File: src/rtl/multi_reader_ring_pointer_manager_defines.svh
// ----------------------------------------------------------------------------
// Ring pointer manager assertion macros
// Shared concurrent assertion forms, clocked on clk.
// ----------------------------------------------------------------------------
`ifndef MULTI_READER_RING_POINTER_MANAGER_DEFINES_SVH
`define MULTI_READER_RING_POINTER_MANAGER_DEFINES_SVH

// check while out of reset
`define MRRPM_ASSERT(lbl, prop, msg) \
  lbl: assert property (@(posedge clk) disable iff (!rst_n) prop) else $error(msg);

// check at every edge
`define MRRPM_ASSERT_ALWAYS(lbl, prop, msg) \
  lbl: assert property (@(posedge clk) prop) else $error(msg);

`endif

File: src/rtl/mrrpm_pkg.sv
// ----------------------------------------------------------------------------
// Ring pointer manager package
// Shared codes, widths and controller/datapath interface types.
// ----------------------------------------------------------------------------
`timescale 1ns / 1ps
package mrrpm_pkg;

  localparam int ADDR_BITS = 16;
  localparam logic [16:0] RING_MAX = 17'h10000;

  localparam logic [2:0] ACT_ADD      = 3'd0;
  localparam logic [2:0] ACT_REQUEST  = 3'd1;
  localparam logic [2:0] ACT_WROTE    = 3'd2;
  localparam logic [2:0] ACT_WRAP     = 3'd3;
  localparam logic [2:0] ACT_JOIN     = 3'd4;
  localparam logic [2:0] ACT_NEXT     = 3'd5;
  localparam logic [2:0] ACT_CONSUMED = 3'd6;

  localparam logic [1:0] ST_OK      = 2'd0;
  localparam logic [1:0] ST_OVERRUN = 2'd1;
  localparam logic [1:0] ST_ERROR   = 2'd2;

  typedef struct packed {
    logic load;
    logic exec;
  } ctl_t;

  typedef struct packed {
    logic out_free;
  } sts_t;

endpackage

File: src/rtl/multi_reader_ring_pointer_manager.sv
// ----------------------------------------------------------------------------
// Multi-reader ring pointer manager
// Head, lap and written-end tracking for one writer and many reader slots.
//
// Channel   Dir  Contents
// in_       in   tdata: length; tuser: action, reader, replay
// out_      out  tdata: offsets, lengths, laps; tuser: status
// cfg_      in   APB register ring_bytes at address 0
//
// Each request passes through accept, slot memory read and execute.
// The read of the reader slot memory is registered.
// A new request is taken while a finished result waits at the output.
// Execute holds while the output register is full and not being read.
// Reset is synchronous; no clearing pass is run.
// ----------------------------------------------------------------------------
`timescale 1ns / 1ps
module multi_reader_ring_pointer_manager
  import mrrpm_pkg::*;
#(
  parameter int READERS = 8
) (
  input  logic         clk,
  input  logic         rst_n,
  input  logic         in_tvalid,
  output logic         in_tready,
  input  logic [23:0]  in_tdata,   // length[16:0]
  input  logic [6:0]   in_tuser,   // action[2:0], reader[5:3], replay[6]
  output logic         out_tvalid,
  input  logic         out_tready,
  output logic [119:0] out_tdata,  // block_offset[15:0], block_bytes[32:16],
                                   // block_lap[64:33], head_offset[80:65],
                                   // head_lap[112:81]
  output logic [1:0]   out_tuser,  // status[1:0]
  input  logic         cfg_psel,
  input  logic         cfg_penable,
  input  logic         cfg_pwrite,
  input  logic [2:0]   cfg_paddr,
  input  logic [31:0]  cfg_pwdata,
  output logic [31:0]  cfg_prdata,
  output logic         cfg_pready
);

  ctl_t        ctl;
  sts_t        sts;
  logic        cfg_we;
  logic [16:0] ring_bytes;

  assign cfg_pready = 1'b1;
  assign cfg_we = cfg_psel && cfg_penable && cfg_pwrite && (cfg_paddr == 3'd0);
  assign cfg_prdata = (cfg_paddr == 3'd0) ? {15'd0, ring_bytes} : 32'd0;

  mrrpm_ctrl u_ctrl (
    .clk(clk), .rst_n(rst_n), .in_tvalid(in_tvalid), .in_tready(in_tready),
    .sts(sts), .ctl(ctl)
  );

  mrrpm_dp #(.READERS(READERS)) u_dp (
    .clk(clk), .rst_n(rst_n), .ctl(ctl), .sts(sts),
    .in_tdata(in_tdata), .in_tuser(in_tuser),
    .cfg_we(cfg_we), .cfg_wdata(cfg_pwdata[16:0]), .ring_bytes(ring_bytes),
    .out_tvalid(out_tvalid), .out_tready(out_tready),
    .out_tdata(out_tdata), .out_tuser(out_tuser)
  );

endmodule

File: src/rtl/mrrpm_ram.sv
// ----------------------------------------------------------------------------
// Generic RAM
// One write port, one registered read port.
// ----------------------------------------------------------------------------
`timescale 1ns / 1ps
module mrrpm_ram #(
  parameter int WIDTH = 8,
  parameter int DEPTH = 8,
  localparam int AW = (DEPTH > 1) ? $clog2(DEPTH) : 1
) (
  input  logic             clk,
  input  logic             we,
  input  logic [AW-1:0]    waddr,
  input  logic [WIDTH-1:0] wdata,
  input  logic [AW-1:0]    raddr,
  output logic [WIDTH-1:0] rdata
);

  logic [WIDTH-1:0] mem [DEPTH];

  always_ff @(posedge clk) begin
    if (we) begin
      mem[waddr] <= wdata;
    end
    rdata <= mem[raddr];
  end

endmodule

File: src/rtl/mrrpm_ctrl.sv
// ----------------------------------------------------------------------------
// Ring pointer manager controller
// Sequences each request through slot read and execute.
// ----------------------------------------------------------------------------
`timescale 1ns / 1ps
`include "multi_reader_ring_pointer_manager_defines.svh"
module mrrpm_ctrl
  import mrrpm_pkg::*;
(
  input  logic clk,
  input  logic rst_n,
  input  logic in_tvalid,
  output logic in_tready,
  input  sts_t sts,
  output ctl_t ctl
);

  localparam logic [1:0] S_IDLE = 2'd0;
  localparam logic [1:0] S_RD   = 2'd1;
  localparam logic [1:0] S_EX   = 2'd2;

  logic [1:0] state_r, state_nxt;

  assign in_tready = (state_r == S_IDLE);
  assign ctl.load  = in_tvalid && in_tready;
  assign ctl.exec  = (state_r == S_EX) && sts.out_free;

  always_comb begin
    state_nxt = state_r;
    unique case (state_r)
      S_IDLE: if (in_tvalid) state_nxt = S_RD;
      S_RD:   state_nxt = S_EX;
      S_EX:   if (sts.out_free) state_nxt = S_IDLE;
      default: state_nxt = S_IDLE;
    endcase
  end

  always_ff @(posedge clk) begin
    if (!rst_n) begin
      state_r <= S_IDLE;
    end else begin
      state_r <= state_nxt;
    end
  end

  `MRRPM_ASSERT(a_acc_rd, in_tvalid && in_tready |=> state_r == S_RD, "accept must read slot")
  `MRRPM_ASSERT(a_rd_ex, state_r == S_RD |=> state_r == S_EX, "read must lead to execute")
  `MRRPM_ASSERT(a_ex_hold, state_r == S_EX && !sts.out_free |=> state_r == S_EX,
                "execute must hold while output is full")

endmodule

File: src/rtl/mrrpm_dp.sv
// ----------------------------------------------------------------------------
// Ring pointer manager datapath
// Writer pointers, reader slot store, command evaluation and output register.
// ----------------------------------------------------------------------------
`timescale 1ns / 1ps
module mrrpm_dp
  import mrrpm_pkg::*;
#(
  parameter int READERS = 8
) (
  input  logic          clk,
  input  logic          rst_n,
  input  ctl_t          ctl,
  output sts_t          sts,
  input  logic [23:0]   in_tdata,
  input  logic [6:0]    in_tuser,
  input  logic          cfg_we,
  input  logic [16:0]   cfg_wdata,
  output logic [16:0]   ring_bytes,
  output logic          out_tvalid,
  input  logic          out_tready,
  output logic [119:0]  out_tdata,
  output logic [1:0]    out_tuser
);

  localparam int RA = (READERS > 1) ? $clog2(READERS) : 1;
  localparam int SW = 16 + 32 + 17;

  logic [16:0] ring_r;
  logic [15:0] head_r, head_nxt;
  logic [31:0] lap_r, lap_nxt;
  logic [16:0] wend_r, wend_nxt;
  logic        wv_r, wv_nxt;
  logic [15:0] ws_r, ws_nxt;
  logic [2:0]  act_r;
  logic [16:0] len_r;
  logic [2:0]  rdr_r;
  logic        rep_r;
  logic        ov_r;
  logic [119:0] od_r;
  logic [1:0]  ou_r;

  logic [SW-1:0] rd_q, wr_d;
  logic          slot_we;
  logic [RA-1:0] slot_a;

  logic [16:0] s;
  logic [1:0]  status;
  logic [15:0] boff;
  logic [16:0] bbytes;
  logic [31:0] blap;

  assign slot_a = RA'(rdr_r);

  mrrpm_ram #(.WIDTH(SW), .DEPTH(READERS)) u_slots (
    .clk(clk), .we(slot_we), .waddr(slot_a), .wdata(wr_d), .raddr(slot_a), .rdata(rd_q)
  );

  assign s = (ring_r == 17'd0) ? 17'd1 : ((ring_r > RING_MAX) ? RING_MAX : ring_r);
  assign sts.out_free = !ov_r || out_tready;
  assign ring_bytes = ring_r;
  assign out_tvalid = ov_r;
  assign out_tdata  = od_r;
  assign out_tuser  = ou_r;

  always_comb begin
    logic [16:0] avail, nh, hs, half;
    logic [15:0] off;
    logic [31:0] rl, rl1;
    logic [16:0] pend, npend;
    logic [17:0] noff;
    logic        commit;
    avail = s - {1'b0, head_r};
    nh = 17'd0;
    hs = 17'd0;
    half = s >> 1;
    off = rd_q[15:0];
    rl = rd_q[47:16];
    pend = rd_q[64:48];
    rl1 = rl + 32'd1;
    noff = {2'b0, off} + {1'b0, len_r};
    npend = (pend > len_r) ? pend - len_r : 17'd0;
    commit = 1'b0;
    head_nxt = head_r;
    lap_nxt = lap_r;
    wend_nxt = wend_r;
    wv_nxt = wv_r;
    ws_nxt = ws_r;
    status = ST_OK;
    boff = 16'd0;
    bbytes = 17'd0;
    blap = 32'd0;
    unique case (act_r)
      ACT_ADD, ACT_WROTE: begin
        if (len_r > s || (act_r == ACT_WROTE && (!wv_r || ws_r != head_r || len_r > avail)))
        begin
          status = ST_ERROR;
        end else if (avail >= len_r) begin
          nh = {1'b0, head_r} + len_r;
          if (nh == s) begin
            lap_nxt = lap_r + 32'd1;
            head_nxt = 16'd0;
            wend_nxt = s;
          end else begin
            head_nxt = nh[15:0];
            if (wend_r < nh) wend_nxt = nh;
          end
        end else begin
          wend_nxt = s;
          lap_nxt = lap_r + 32'd1;
          hs = len_r - avail;
          head_nxt = hs[15:0];
        end
      end
      ACT_REQUEST: begin
        if (len_r > s) begin
          status = ST_ERROR;
        end else begin
          if (avail < len_r) begin
            wend_nxt = {1'b0, head_r};
            head_nxt = 16'd0;
            lap_nxt = lap_r + 32'd1;
          end
          wv_nxt = 1'b1;
          ws_nxt = head_nxt;
          boff = head_nxt;
          bbytes = s - {1'b0, head_nxt};
          blap = lap_nxt;
        end
      end
      ACT_WRAP: begin
        wend_nxt = {1'b0, head_r};
        head_nxt = 16'd0;
        lap_nxt = lap_r + 32'd1;
      end
      ACT_JOIN, ACT_NEXT, ACT_CONSUMED: begin
        if (32'(rdr_r) >= READERS) begin
          status = ST_ERROR;
        end else begin
          commit = 1'b1;
          if (act_r == ACT_JOIN) begin
            rl = lap_r;
            off = head_r;
            pend = 17'd0;
            if (rep_r) begin
              if ({1'b0, head_r} >= half) begin
                hs = {1'b0, head_r} - half;
                off = hs[15:0];
              end else if (lap_r == 32'd0) begin
                off = 16'd0;
              end else begin
                rl = lap_r - 32'd1;
                hs = {1'b0, head_r} + (wend_r >> 1);
                off = hs[15:0];
              end
            end
          end else if (lap_r > rl1 || (lap_r > rl && head_r > off)) begin
            status = ST_OVERRUN;
            off = head_r;
            rl = lap_r;
            pend = 17'd0;
          end else if (act_r == ACT_NEXT) begin
            if (head_r > off) begin
              pend = {1'b0, head_r - off};
            end else if (lap_r == rl1 && wend_r == {1'b0, off}) begin
              off = 16'd0;
              rl = rl1;
              pend = {1'b0, head_r};
            end else if (lap_r > rl) begin
              pend = (wend_r > {1'b0, off}) ? wend_r - {1'b0, off} : 17'd0;
            end
          end else begin
            if (noff > {1'b0, wend_r}) begin
              commit = 1'b0;
            end else if (noff == {1'b0, wend_r} && noff != {2'b0, head_r}) begin
              if (npend != 17'd0) begin
                commit = 1'b0;
              end else begin
                off = 16'd0;
                rl = rl1;
                pend = 17'd0;
              end
            end else begin
              off = noff[15:0];
              pend = npend;
            end
            if (!commit) status = ST_ERROR;
          end
          if (commit) begin
            boff = off;
            bbytes = pend;
            blap = rl;
          end
        end
      end
      default: status = ST_ERROR;
    endcase
    wr_d = {pend, rl, off};
    slot_we = ctl.exec && commit;
  end

  always_ff @(posedge clk) begin
    if (ctl.load) begin
      len_r <= in_tdata[16:0];
      act_r <= in_tuser[2:0];
      rdr_r <= in_tuser[5:3];
      rep_r <= in_tuser[6];
    end
    if (ctl.exec) begin
      od_r <= {7'd0, lap_nxt, head_nxt, blap, bbytes, boff};
      ou_r <= status;
    end
    if (!rst_n) begin
      ring_r <= RING_MAX;
      head_r <= 16'd0;
      lap_r  <= 32'd0;
      wend_r <= 17'd0;
      wv_r   <= 1'b0;
      ws_r   <= 16'd0;
      ov_r   <= 1'b0;
    end else begin
      if (ctl.exec) begin
        ov_r <= 1'b1;
      end else if (out_tready) begin
        ov_r <= 1'b0;
      end
      if (cfg_we) begin
        ring_r <= cfg_wdata;
      end
      if (ctl.exec) begin
        head_r <= head_nxt;
        lap_r  <= lap_nxt;
        wend_r <= wend_nxt;
        wv_r   <= wv_nxt;
        ws_r   <= ws_nxt;
      end else if (cfg_we) begin
        head_r <= 16'd0;
        lap_r  <= 32'd0;
        wend_r <= 17'd0;
        wv_r   <= 1'b0;
        ws_r   <= 16'd0;
      end
    end
  end

endmodule

File: config.mk
export PLATFORM = sky130hd
export DESIGN_NAME = multi_reader_ring_pointer_manager
export DESIGN_NICKNAME = d
export VERILOG_FILES = /design/src/rtl/mrrpm_pkg.sv /design/src/rtl/multi_reader_ring_pointer_manager.sv /design/src/rtl/mrrpm_ram.sv /design/src/rtl/mrrpm_ctrl.sv /design/src/rtl/mrrpm_dp.sv
export VERILOG_INCLUDE_DIRS = /design/src /design/src/rtl
export SDC_FILE = /design/constraint.sdc
export NUM_CORES = 2
export LEC_CHECK = 0
export ABC_AREA = 0
export BUFFER_PORTS_ARGS = -buffer_cell sky130_fd_sc_hd__buf_4
export CAP_MARGIN = 20
export CORE_ASPECT_RATIO = 1.4
export CORE_MARGIN = 3
export CORE_UTILIZATION = 60
export CTS_BUF_LIST = sky130_fd_sc_hd__clkbuf_8
export DETAILED_ROUTE_END_ITERATION = 16
export GPL_TIMING_DRIVEN = 0
export PLACE_DENSITY_LB_ADDON = 0.3
export SYNTH_ARGS = -nofsm -noshare
export SYNTH_HDL_FRONTEND = slang
export SYNTH_HIERARCHICAL = 1
export SYNTH_SLANG_ARGS = --single-unit
File: constraint.sdc
create_clock -name clk -period 20.8 [get_ports clk]
set_input_delay 4.16 -clock clk [delete_from_list [all_inputs] [get_ports clk]]
set_output_delay 4.16 -clock clk [all_outputs]
set_load 0.01 [all_outputs]
Word-level counts from Yosys, hierarchy flattened
Memories as Yosys holds them, arrays and structs flattened. A register that Yosys moved wholly into a read port is not among the register bits.
Cells that the tools add are included.
- register bits: 241
- logic and storage cells: 202
- memories: 1
- bits in writable memories: 520
- memory list (memory ; depth ; bits a word ; rd ports ; clocked after Yosys merged registers in ; wr ports ; line ; text):
    u_dp.u_slots.mem ; 8 ; 65 ; 1 ; 1 ; 1 ; mrrpm_ram.sv:19 ; logic [WIDTH-1:0] mem [DEPTH];
- equality and inequality tests: 23
- muxes and demuxes: 108
- $add $sub $neg: 13
- magnitude comparators: 13
- reductions and logical operators: 30
- operators with widths (operator ; count):
    $mux 32 ; 21
    $mux 17 ; 25
    $mux 16 ; 26
    $pmux 32 s3 ; 1
    $add 32x1->32 const B ; 2
    $gt 32x32->1 ; 2
    $pmux 32 s2 ; 1
    $gt 17x17->1 ; 3
    $pmux 17 s3 ; 1
    $sub 17x16->17 ; 3
    $pmux 16 s3 ; 1
    $sub 16x16->16 ; 3
    $lt 17x17->1 ; 2
    $pmux 17 s2 ; 1
    $eq 32x32->1 ; 1
    $logic_not 32->1 ; 1
    $pmux 16 s2 ; 1
    $sub 32x1->32 const B ; 1
    $mux 1 ; 20
    $add 16x17->18 ; 1
    $eq 18x17->1 ; 1
    $gt 18x17->1 ; 1
    $ne 18x16->1 ; 1
    $add 16x17->17 ; 1
    other kinds (36) ; 66

Longest topological paths before layout
- depth after elaboration: 18
- mapped depth: 41
- mapped depth without buffers: 39

Modules after synthesis
Netlist, hierarchy kept.
- by module, submodules not included (module ; area each (µm²) ; times used ; seq. area each (µm²) ; cells an instance):
    mrrpm_dp ; 28682.5 ; 1 ; 6175.9 ; 3732
    mrrpm_ram ; 20857.5 ; 1 ; 16916.2 ; 829
    multi_reader_ring_pointer_manager ; 270.3 ; 1 ; 0.0 ; 38
    mrrpm_ctrl ; 91.3 ; 1 ; 40.0 ; 10

Worst setup path after synthesis
No wires, ideal clock.
- kind: in2reg
- start point: in out_tready
- end point: mem u_dp/u_slots/mem[0][0] in the netlist's numbering (enable)
- data arrival time: 14.667 ns
- setup slack: 5.566 ns
- cell stages on the path: 7
- data required time: 20.232 ns
- cell sequence: nand2b_1 > nand2_1 > nor2_1 > inv_1 > nor2_1 > nand2b_1 > nor3_1
- RTL lines (what ; line ; text):
    from (decl) ; multi_reader_ring_pointer_manager.sv:29 ; input logic out_tready,
    to (decl) ; mrrpm_ram.sv:19 ;

Worst setup path in the final report
- start point: reg u_dp.head_r[2]
- end point: reg u_dp.od_r[32] (netlist: u_dp/out_tdata[32]), data pin
- cells in the longest elaborated chain, start to end: 14
- elaborated cells between the ends (all ways): 30
- those cells by class: add/sub: 2; order compare: 2; eq/ne: 1; mux: 22; reduce/logical: 3
- ends and longest elaborated chain (what ; line ; text):
    from (decl) ; mrrpm_dp.sv:30 ; logic [15:0] head_r, head_nxt;
    from (signal assigned) ; mrrpm_dp.sv:231 ; head_r <= head_nxt;
    branches (longest 13 deep; another with $sub 17x16->17) ; n/a ;
    $pmux 17 s2 (*) ; mrrpm_dp.sv:93 ; unique case (act_r)
    net u_dp.bbytes[16] ; mrrpm_dp.sv:50 ; logic [16:0] bbytes;
    to (signal assigned) ; mrrpm_dp.sv:210 ; od_r <= {7'd0, lap_nxt, head_nxt, blap, bbytes, boff};
    to (decl) ; mrrpm_dp.sv:40 ; logic [119:0] od_r;
Mark *: on every way through the listed nets, which the timed path passes. The select of a mux whose other input is x is not followed.
A chain may end at the register's enable or synchronous reset.

==> impl_metrics.json <==
{
  "outcome": "finished, final reports clean",
  "grt_pass1_vias": 40440,
  "fin_area_um2": 55840,
  "io_pins": 230,
  "clk_latency_ns": 0.85,
  "worstPathArrival_ns": 12.14,
  "crit_fanout": 10,
  "ys_ff_latch": 826,
  "dr.first_iter.drc_count": 6461,
  "finalSetupViolations": 0,
  "setup_tns_ns": 0,
  "cp_data_required_time_ns": 21.31,
  "die_h_um": 347.2,
  "synth_area_um2": 49900,
  "pwr-share-seq": 0.465,
  "die_area_um2": 86720,
  "dr_total_vias": 42870,
  "ant_nets": 0,
  "postSynthCellCount": 4609,
  "slew_headroom": 0.1466,
  "use_met3": 0.1083,
  "root_buffer": "clkbuf_8",
  "cts.sinks": 826,
  "utilization": 0.6804,
  "critPathMaxStageDelay_ns": 0.80,
  "timing.hold.ws_ns": 0.5010,
  "place_congestion": 1.130,
  "fin_skew_ns": 0.06240,
  "clk_pin_slew_ns": 0.07,
  "cp_common_cell": "a21o_1",
  "vias_per_cell": 6.955,
  "grtUsageTotal": 0.4254,
  "antenna_found_initial": 13,
  "syn_avg_cell_area_um2": 10.83,
  "async_flop_share": 0,
  "slew_viol_final": 0,
  "cts_hold_buffers": 0,
  "drt-total-wl_um": 187900,
  "synth_top_area_share": 0.3966,
  "fin_nets": 5359,
  "met2_usage": 0.6318,
  "worst_pin_slew_ns": 1.267,
  "dp.cells": 5919,
  "rows": 124,
  "power_frac_comb": 0.216,
  "synth-main-ff-cell": "edfxtp_1",
  "max-vdd-ir-drop_mv": 0.07401,
  "powerDensity_nw_per_um2": 72.80,
  "drc": 0,
  "synth-edff-count": 659,
  "dp_hpwl_um": 140300,
  "p_int_mw": 2.757,
  "coreArea_um2": 82070,
  "p_leak_nw": 20.86,
  "place.port_buffers": 184,
  "endpoint_kind": "flip-flop",
  "hp-class": "reg2reg",
  "placed_cell_area_um2": 53340,
  "switchingPower_mw": 1.308,
  "numCtsBuffers": 118,
  "cts_tree": "built",
  "critPathSlowestCell": "buf_1",
  "layout-drive-gt1-share": 0.1433,
  "yosysTopAreaCell": "edfxtp_1",
  "synth_cell_types": 101,
  "htree_levels": 3,
  "drtPass1Iterations": 8,
  "drv_cap": 0,
  "grt_overflow_total": 0,
  "die_w_um": 249.7,
  "finalCritPeriodShare": 0.5590,
  "busiest_layer": "met2",
  "cts_setup_buffers": 0,
  "ys_seq_area_frac": 0.4636,
  "crit_path_start_kind": "flip-flop",
  "yosys_warnings": 6,
  "grt_pass1_wl_um": 269700,
  "clk_path_buf_depth": 3,
  "worst-path-buf-inv": 7,
  "fmax_ghz": 0.08600,
  "area_delta_synth_final_pct": 11.90,
  "avgRoutedWirePerCell_um": 30.49,
  "cp_top_family": "compound AO/OA/AOI/OAI gates",
  "final_cell_count_no_fill": 6164,
  "grt_use_met1": 0.5460,
  "start_util": 0.6080,
  "pwr-share-clk": 0.319,
  "hold_viol": 0,
  "rsz0062_at_grt": "no",
  "post_cts_resized": 0,
  "grt_max_degree": 37,
  "period_minus_slack_ns": 11.63,
  "critPathKind": "reg2reg",
  "yosys-top-cells-area": "edfxtp_1 40%, ha_1 7.4%, dfxtp_1 6.7%",
  "p_sw_frac": 0.3217
}
[worst paths after layout]
path	start	end	slack, ns	depth (start not counted)
max	u_dp/head_r[2]	u_dp/out_tdata[32]	9.17	39
min	u_dp/wv_r	u_dp/wv_r	0.50	2
max reg2reg	u_dp/head_r[2]	u_dp/out_tdata[32]	9.17	39
min reg2reg	u_dp/wv_r	u_dp/wv_r	0.50	2
[layout make-up]
cell class / count / area (um2)
antenna: 7 / 17.52
multi-input combinational: 3314 / 24850
clock inverter: 95 / 598.1
fill: 6229 / 26230
clock buffer: 129 / 1775
tap: 1071 / 1340
inverter: 199 / 747.0
sequential: 826 / 23130
buffer: 290 / 1315
timing repair buffer: 233 / 2063
[power by group through the flow]
stage	clock [mW]	sequential [mW]	combinational [mW]
2_1_floorplan	0	1.90	0.542
3_3_place_gp	0	1.92	0.808
3_5_place_dp	0	1.92	0.824
4_1_cts	1.31	1.89	0.828
5_1_grt	1.38	1.89	0.921
6_report	1.30	1.89	0.877
[state kept, by name, summed over array words and instances (netlist names), 3 cells and up]
name	cells
u_dp/act_r	3
u_dp/head_r	16
u_dp/lap_r	32
u_dp/len_r	17
u_dp/out_tdata	113
u_dp/rdr_r	3
u_dp/ring_bytes	17
u_dp/u_slots/mem	520
u_dp/u_slots/rdata	65
u_dp/wend_r	17
u_dp/ws_r	16
[through the flow]
step / setup slack (ns) / power, mW
final: 9.172 / 4.065
after global routing: 8.875 / 4.192
after CTS: 9.704 / 4.027
after detailed placement: 9.829 / 2.747
after global placement: -2.633 / 2.733
after floorplan: 5.566 / 2.443
[per-layer routing]
layer  wire length, um  vias to the layer above  part of all wire
li1                  -                    18300                 -
met4             16070                        6             0.085
met3             25560                      824              0.14
met5                46                        -           0.00024
met1             65070                    20360              0.35
met2             81190                     3382              0.43
[cells in the final DEF, fill, tap and decap left out, drive strengths merged, types with 49 or more instances in the layout]
cell	n
edfxtp	659
clkinv	49
nor2	322
xor2	65
clkbuf	347
nand3	91
o21a	61
ha	294
a21oi	238
nand4	52
o21ai	296
mux2	72
nor3	97
a21o	113
xnor2	187
inv	239
o22ai	53
mux4	130
buf	305
dfxtp	167
nand2	379
[kinds of logic after synthesis]
logic type	count (synthesis)	synth area share
other	3	0.0002256
AND/OR/NAND/NOR	1228	0.1169
multiplexers	226	0.07973
adder cells (fa/ha/maj)	304	0.07773
XOR/XNOR	257	0.04664
flip-flops	826	0.4636
buffers and inverters	489	0.04132
AO/OA/AOI/OAI	1276	0.1739
[worst reg2reg max path: cells and delay by family (launching register included)]
family,cells,cell delay (ns)
adders and majority gates,3,1.31
DFF,1,0.72
AOI/OAI and AO/OA,21,4.01
xor gates and xnor gates,2,0.55
buffers and inverters,7,3.42
and+or+nand+nor,6,1.29
[synth_stat cells (53+ instances only)]
cell type,n
ha_1,294
nand3_1,91
o21a_1,60
edfxtp_1,659
a21o_1,113
nand2_1,379
o21ai_0,285
mux2_2,72
xor2_1,64
a21oi_1,237
nor2_1,322
o22ai_1,53
dfxtp_1,167
mux4_2,130
clkbuf_1,211
nor3_1,95
inv_1,194
xnor2_1,187
Power figures use the tool's default switching activity.
